$ cat config.mk
export PLATFORM = sky130hd
export DESIGN_NAME = lrgd_ctrl
export DESIGN_NICKNAME = d
export VERILOG_FILES = /design/src/rtl/lrgd_pkg.sv /design/src/rtl/lrgd_ctrl.sv
export SDC_FILE = /design/constraint.sdc
export NUM_CORES = 1
export LEC_CHECK = 0
export BUFFER_PORTS_ARGS = -buffer_cell sky130_fd_sc_hd__buf_2
export CORE_UTILIZATION = 45
export CTS_CLUSTER_DIAMETER = 150
export CTS_CLUSTER_SIZE = 20
export DETAILED_ROUTE_END_ITERATION = 8
export PLACE_DENSITY = 0.74
export SLEW_MARGIN = 20
export SYNTH_ARGS = -nofsm -noshare
export SYNTH_HDL_FRONTEND = slang
export SYNTH_SLANG_ARGS = --single-unit
$ cat constraint.sdc
create_clock -name clk -period 2.12 [get_ports clk]
set_input_delay 0.424 -clock clk [delete_from_list [all_inputs] [get_ports clk]]
set_output_delay 0.424 -clock clk [all_outputs]
set_load 0.005 [all_outputs]
$ cat src/rtl/lrgd_pkg.sv
package lrgd_pkg;

  localparam int DEF_MAX_SAMPLES = 65536;
  localparam int DEF_FRAC_BITS   = 16;

  localparam int DATA_W = 32;
  localparam int LR_W   = 24;
  localparam int SUM_W  = 64;
  localparam int LOSS_W = 48;
  localparam int CMD_W  = 2;
  localparam int CFG_W  = 2;

  localparam logic [CMD_W-1:0] CMD_TRAIN   = 2'd0;
  localparam logic [CMD_W-1:0] CMD_PREDICT = 2'd1;
  localparam logic [CMD_W-1:0] CMD_RELOAD  = 2'd2;

  localparam logic KIND_PRED  = 1'b0;
  localparam logic KIND_EPOCH = 1'b1;

  localparam logic [CFG_W-1:0] REG_LEARNING_RATE = 2'd0;
  localparam logic [CFG_W-1:0] REG_INIT_WEIGHT   = 2'd1;
  localparam logic [CFG_W-1:0] REG_INIT_BIAS     = 2'd2;

  localparam logic [LR_W-1:0]   RST_LEARNING_RATE = 24'd1678;
  localparam logic [DATA_W-1:0] RST_INIT_WEIGHT   = 32'd0;
  localparam logic [DATA_W-1:0] RST_INIT_BIAS     = 32'd0;

  // step magnitude cap, 2^40
  localparam logic [40:0] STEP_CAP = 41'h100_0000_0000;

  localparam logic [2:0] MUL_WX     = 3'd0;
  localparam logic [2:0] MUL_EX     = 3'd1;
  localparam logic [2:0] MUL_EE     = 3'd2;
  localparam logic [2:0] MUL_LR_LO  = 3'd3;
  localparam logic [2:0] MUL_LR_MID = 3'd4;
  localparam logic [2:0] MUL_LR_HI  = 3'd5;

  localparam logic [1:0] ACC_NONE  = 2'd0;
  localparam logic [1:0] ACC_LD24  = 2'd1;
  localparam logic [1:0] ACC_ADD   = 2'd2;
  localparam logic [1:0] ACC_ADD32 = 2'd3;

  localparam logic [1:0] DIV_WG   = 2'd0;
  localparam logic [1:0] DIV_BG   = 2'd1;
  localparam logic [1:0] DIV_LOSS = 2'd2;

  typedef struct packed {
    logic       cap_in;
    logic       reload;
    logic       pred_en;
    logic       acc_wg;
    logic       acc_ld;
    logic       clear_epoch;
    logic [2:0] mul_sel;
    logic [1:0] acc_op;
    logic       div_start;
    logic [1:0] div_sel;
    logic       upd;
    logic       psel;
    logic       mloss_ld;
    logic       mloss_clr;
    logic       out_load;
    logic       out_kind;
  } ctrl_cmd_t;

  typedef struct packed {
    logic div_busy;
    logic cnt_zero;
  } dp_stat_t;

endpackage

$ cat src/rtl/lrgd_ctrl.sv
module lrgd_ctrl import lrgd_pkg::*; (
  input  logic             clk,
  input  logic             rst_n,
  input  logic             in_tvalid,
  output logic             in_tready,
  input  logic [CMD_W-1:0] in_tuser,
  input  logic             in_tlast,
  output logic             out_tvalid,
  input  logic             out_tready,
  input  dp_stat_t         stat,
  output ctrl_cmd_t        cmd
);

  localparam logic [3:0] S_IDLE = 4'd0;
  localparam logic [3:0] S_PRED = 4'd1;
  localparam logic [3:0] S_EX   = 4'd2;
  localparam logic [3:0] S_EE   = 4'd3;
  localparam logic [3:0] S_ACC  = 4'd4;
  localparam logic [3:0] S_CHK  = 4'd5;
  localparam logic [3:0] S_DIVW = 4'd6;
  localparam logic [3:0] S_D0   = 4'd7;
  localparam logic [3:0] S_D1   = 4'd8;
  localparam logic [3:0] S_D2   = 4'd9;
  localparam logic [3:0] S_D3   = 4'd10;
  localparam logic [3:0] S_D4   = 4'd11;
  localparam logic [3:0] S_DIVL = 4'd12;
  localparam logic [3:0] S_EMIT = 4'd13;

  logic [3:0]       state_r, state_nxt;
  logic [CMD_W-1:0] op_r, op_nxt;
  logic             last_r, last_nxt;
  logic             psel_r, psel_nxt;
  logic             out_tvalid_r, out_tvalid_nxt;
  logic             accept;
  logic             out_free;

  assign in_tready = (state_r == S_IDLE);
  assign accept    = in_tvalid && in_tready;
  assign out_free  = !out_tvalid_r || out_tready;

  always_comb begin
    state_nxt = state_r;
    op_nxt    = op_r;
    last_nxt  = last_r;
    psel_nxt  = psel_r;
    cmd       = '0;
    cmd.mul_sel  = MUL_WX;
    cmd.acc_op   = ACC_NONE;
    cmd.div_sel  = DIV_WG;
    cmd.psel     = psel_r;
    cmd.out_kind = (op_r == CMD_TRAIN) ? KIND_EPOCH : KIND_PRED;

    case (state_r)
      S_IDLE: begin
        if (accept) begin
          cmd.cap_in = 1'b1;
          op_nxt     = in_tuser;
          last_nxt   = in_tlast;
          case (in_tuser)
            CMD_RELOAD:  cmd.reload = 1'b1;
            CMD_TRAIN:   state_nxt  = S_PRED;
            CMD_PREDICT: state_nxt  = S_PRED;
            default: ;
          endcase
        end
      end
      S_PRED: begin
        cmd.pred_en = 1'b1;
        state_nxt   = (op_r == CMD_PREDICT) ? S_EMIT : S_EX;
      end
      S_EX: begin
        cmd.mul_sel = MUL_EX;
        state_nxt   = S_EE;
      end
      S_EE: begin
        cmd.mul_sel = MUL_EE;
        cmd.acc_wg  = 1'b1;
        state_nxt   = S_ACC;
      end
      S_ACC: begin
        cmd.acc_ld = 1'b1;
        state_nxt  = last_r ? S_CHK : S_IDLE;
      end
      S_CHK: begin
        if (stat.cnt_zero) begin
          cmd.mloss_clr = 1'b1;
          state_nxt     = S_EMIT;
        end else begin
          cmd.div_start = 1'b1;
          cmd.div_sel   = DIV_WG;
          psel_nxt      = 1'b0;
          state_nxt     = S_DIVW;
        end
      end
      S_DIVW: begin
        if (!stat.div_busy) begin
          state_nxt = S_D0;
        end
      end
      S_D0: begin
        cmd.mul_sel = MUL_LR_LO;
        state_nxt   = S_D1;
      end
      S_D1: begin
        cmd.mul_sel = MUL_LR_MID;
        cmd.acc_op  = ACC_LD24;
        state_nxt   = S_D2;
      end
      S_D2: begin
        cmd.mul_sel = MUL_LR_HI;
        cmd.acc_op  = ACC_ADD;
        state_nxt   = S_D3;
      end
      S_D3: begin
        cmd.acc_op = ACC_ADD32;
        state_nxt  = S_D4;
      end
      S_D4: begin
        cmd.upd       = 1'b1;
        cmd.div_start = 1'b1;
        if (psel_r) begin
          cmd.div_sel = DIV_LOSS;
          state_nxt   = S_DIVL;
        end else begin
          cmd.div_sel = DIV_BG;
          psel_nxt    = 1'b1;
          state_nxt   = S_DIVW;
        end
      end
      S_DIVL: begin
        if (!stat.div_busy) begin
          cmd.mloss_ld = 1'b1;
          state_nxt    = S_EMIT;
        end
      end
      S_EMIT: begin
        if (out_free) begin
          cmd.out_load    = 1'b1;
          cmd.clear_epoch = (op_r == CMD_TRAIN);
          state_nxt       = S_IDLE;
        end
      end
      default: state_nxt = S_IDLE;
    endcase

    if (cmd.out_load) begin
      out_tvalid_nxt = 1'b1;
    end else if (out_tready) begin
      out_tvalid_nxt = 1'b0;
    end else begin
      out_tvalid_nxt = out_tvalid_r;
    end
  end

  always_ff @(posedge clk) begin
    if (!rst_n) begin
      state_r      <= S_IDLE;
      op_r         <= CMD_TRAIN;
      last_r       <= 1'b0;
      psel_r       <= 1'b0;
      out_tvalid_r <= 1'b0;
    end else begin
      state_r      <= state_nxt;
      op_r         <= op_nxt;
      last_r       <= last_nxt;
      psel_r       <= psel_nxt;
      out_tvalid_r <= out_tvalid_nxt;
    end
  end

  assign out_tvalid = out_tvalid_r;

endmodule

### After elaboration in Yosys (flattened, before gate mapping)

Cells that the tools add are included.

| word-level totals | value |
|---|---|
| register bits after elaboration | 9 |
| latch bits | 0 |
| memory bits (writable) | 0 |
| ROM bits | 0 |
| output and inout port bits | 22 |
| memories kept | 0 |

| operators by class | value |
|---|---|
| $add $sub $neg | 0 |
| multiply operators | 0 |
| divide/modulo/power cells | 0 |
| magnitude comparators | 0 |
| eq/ne operators | 22 |
| shift operators | 0 |
| multiplexer cells | 35 |
| bitwise logic cells | 0 |
| reduce and logical (&&, ||, !) cells | 12 |

Operator list:

| cell | number |
|---|---|
| 4-bit case mux with 14 select lines | 1 |
| 4-bit two-way mux | 8 |
| 4-bit equality test, second input constant | 6 |
| 1-bit two-way mux | 17 |
| 4-bit by 3-bit equality test with 1-bit output, second input constant | 4 |
| 3-bit case mux with 5 select lines | 1 |
| 2-bit != test, second input constant | 5 |
| 4-bit by 2-bit equality test with 1-bit output, second input constant | 2 |
| 2-bit two-way mux | 3 |
| 3-bit two-way mux | 2 |
| 2-bit case mux with 3 select lines | 1 |
| 3-bit case mux with 2 select lines | 1 |
| 5-bit AND reduction | 1 |
| 2-bit by 1-bit equality test with 1-bit output, second input constant | 2 |
| 4-bit by 1-bit equality test with 1-bit output, second input constant | 1 |
| 2-bit zero test | 2 |
| 4-bit zero test | 1 |
| 2-bit AND reduction | 2 |
| 2-bit nonzero test | 2 |
| 2-bit equality test, second input constant | 1 |
| 2-bit by 1-bit != test with 1-bit output, second input constant | 1 |
| 1-bit case mux with 2 select lines | 1 |
| 2-bit OR reduction | 1 |
| 1-bit logical AND | 1 |
| 2 further kinds | 2 |

### Logic depth before layout (Yosys ltp)

| depth | value |
|---|---|
| word-level depth | 5 |
| gate-level depth with buffers | 6 |

### Worst setup path before layout

Ideal clock, no wire load.

| timing path | value |
|---|---|
| kind | flip-flop to output port |
| start point | reg state_r[3] |
| end point | out cmd[18] (netlist name) |
| data arrival time | 1.231 ns |
| required time | 1.696 ns |
| setup slack | 0.465 ns |
| stages on the path, launching flop included | 5 |
| cell sequence | dfxtp_1 > buf_6 > nor4_4 > nand2_1 > nor3b_1 |

RTL lines:

| item | line | text |
|---|---|---|
| start: declaration | lrgd_ctrl.sv:29 | `logic [3:0] state_r, state_nxt;` |
| start signal: assignment | lrgd_ctrl.sv:163 | `state_r <= state_nxt;` |
| end: declaration | lrgd_ctrl.sv:11 | `output ctrl_cmd_t cmd` |

==> results.sh <==
export IMPL_root_buffer="clkbuf_4"
export IMPL_ys_ff_latch=9
export IMPL_gr_total_overflow=0
export IMPL_seq_area_frac_synth_pct=22.0
export IMPL_placed_area_um2=911
export IMPL_viasPerCell=5.46
export IMPL_grt_first_pass_wirelength_mm=3.08
export IMPL_start_kind="flop"
export IMPL_ant_nets=0
export IMPL_drv_cap=0
export IMPL_routed_wirelength_mm=1.91
export IMPL_antenna_found_initial=0
export IMPL_core_area_um2=1710
export IMPL_synthTopCellsByCount="10 x nor2_1, 9 x dfxtp_1, 7 x a21oi_1, 7 x nor3_1"
export IMPL_hpwl_mm=1.41
export IMPL_grt_pass1_vias=730
export IMPL_finalHoldViolations=0
export IMPL_grt_max_degree=23
export IMPL_n_antenna_cell=0
export IMPL_syn_area_um2=820
export IMPL_synth_edff_count=0
export IMPL_die_width_um=44.7
export IMPL_fmax_mhz=516
export IMPL_syn_avg_cell_area_um2=7.73
export IMPL_path_max_fanout=11
export IMPL_min_period_ns=1.94
export IMPL_htree_levels=1
export IMPL_io_buffers=30
export IMPL_cts_sinks=9
export IMPL_area_growth_pct=16.9
export IMPL_dieArea_um2=2000
export IMPL_power_density_nw_per_um2=934
export IMPL_wl_per_cell_um=12.2
export IMPL_slew_headroom_pct=73.5
export IMPL_p_leak_uw=0.000456
export IMPL_grt_use_total_pct=20.6
export IMPL_hp_class="in2reg"
export IMPL_synth_top_area_cell="dfxtp_1"
export IMPL_design_area_um2=958
export IMPL_fin_tns_setup_ns=0
export IMPL_arrival_ns=1.51
export IMPL_crit_type="reg2out"
export IMPL_vias=858
export IMPL_synth_main_ff_cell="dfxtp_1"
export IMPL_slew_viol_final=0
export IMPL_gr_usage_met2_pct=34.7
export IMPL_drive_above_1_share_pct=34.8
export IMPL_skew_ns=0.00420
export IMPL_netlist_top_cells_area="dfxtp_1 22%, buf_4 5.5%, buf_6 5.5%"
export IMPL_grtUsageMet3_pct=1.22
export IMPL_clock_latency_ns=0.26
export IMPL_synth_most_common_cell="nor2_1"
export IMPL_vdd_ir_drop_max_mv=0.601
export IMPL_die_height_um=44.7
export IMPL_netlist_instances=106
export IMPL_drtIter0Drc=19
export IMPL_num_io_pins=31
export IMPL_row_count=15
export IMPL_cts_made_buffers=3
export IMPL_clk_path_buf_depth=2
export IMPL_synth_nets=115
export IMPL_cts_hold_buffers_added=0
export IMPL_first_pass_iters=4
export IMPL_tritoncts="done"
export IMPL_start_util_pct=48.0
export IMPL_drc_errors=0
export IMPL_status="completed"
export IMPL_end_kind="primary output"
export IMPL_yosys_area_top_type_share_pct=22.0
export IMPL_fin_crit_sh_pct=91.4
export IMPL_required_ns=1.70
export IMPL_clkTransAtPathRegs_ns=0.06
export IMPL_nets=142
export IMPL_yosysWarnings=0
export IMPL_rsz0062_at_grt="false"
export IMPL_fillers=179
export IMPL_synthArstFlopShare_pct=0
export IMPL_worst_pin_slew_ns=0.398
export IMPL_use_met1_pct=27.0
export IMPL_gr_max_usage_layer="met2"
export IMPL_synth_distinct_cells=38
export IMPL_gp_congestion=0.851
export IMPL_setup_violations=0
## path summary, 6_finish.rpt
check / depth (start not counted) / startpoint / slack, ns / to
setup / recovery: 4 / state_r[2] / 0.18 / cmd[18]
hold / removal: 3 / in_tlast / 0.42 / last_r
setup reg to reg: 5 / state_r[1] / 0.55 / state_r[3]
hold reg to reg: 2 / last_r / 0.50 / last_r
## layer usage
metal / up-vias / wire, um
li1: 433 / -
met1: 382 / 900
met2: 39 / 875
met3: 4 / 109
met4: 0 / 22
met5: - / 0
## registers in the layout (all words and copies together), names as in the netlist
name and flops:
state_r 4, last_r 1, op_r 2, out_tvalid 1, psel_r 1
## repair_timing
| item | 4_1_cts | 5_1_grt |
|---|---|---|
| resized for setup | 1 | 3 |
| buffers inserted | 0 | 2 |
| endpoints found under the setup margin | 3 | 2 |
| hold endpoints to repair | 0 | 0 |
| pin swaps | 0 | 1 |
## logic make-up after synthesis
kind of cell	share of synthesized area [%]
AO/OA/AOI/OAI	27.2
XOR/XNOR	2.14
buffers and inverters	15.6
flip-flops	22.0
multiplexers	1.22
AND/OR/NAND/NOR	31.9
## final cells by class
cell class	instances	area, um2	share of cell area, %
Multi-Input combinational cell	80	514	53.7
Timing Repair Buffer	35	188	19.6
Sequential cell	9	184	19.2
Tap cell	25	31.3	3.26
Clock buffer	4	26.3	2.74
Inverter	4	15.0	1.57
## placed cells by master, fill, tap and decap left out, types with 4 or more instances in the layout
master    Yosys  routed
buf_2         1      30
nor2_1       10      10
nor3_1        7       7
a21oi_1       7       7
dfxtp_1       9       6
nor2b_1       5       5
nand3_1       5       5
nand2_1       6       5
buf_4         6       5
inv_1         4       4
o21ai_0       4       4
a21boi_0      4       4
## power breakdown
part / total [uW] / leakage (uW) / switching [uW] / internal (uW)
clock network: 136 / 0.0000150 / 62.9 / 72.7
logic: 479 / 0.000366 / 243 / 236
registers: 280 / 0.0000748 / 78.0 / 202
total: 895 / 0.000456 / 384 / 511
## worst max-delay path: stages (launching register included)
cell	delay, ns
dfxtp_2	0.39
nor4_4	0.41
nand2_2	0.14
nor3b_1	0.18
buf_2	0.14
## stage by stage
step	util [%]	hold slack [ns]	setup slack [ns]	cells	total power (uW)
after floorplan	-	0.457	0.465	106	627
after global placement	53.3	0.499	0.312	151	691
after detailed placement	53.3	0.497	0.254	151	707
after CTS	54.9	0.415	0.00129	155	851
after global routing	56.1	0.450	0.0622	157	972
final	56.1	0.422	0.181	157	895
No activity file was read; power rests on OpenSTA's default activity.
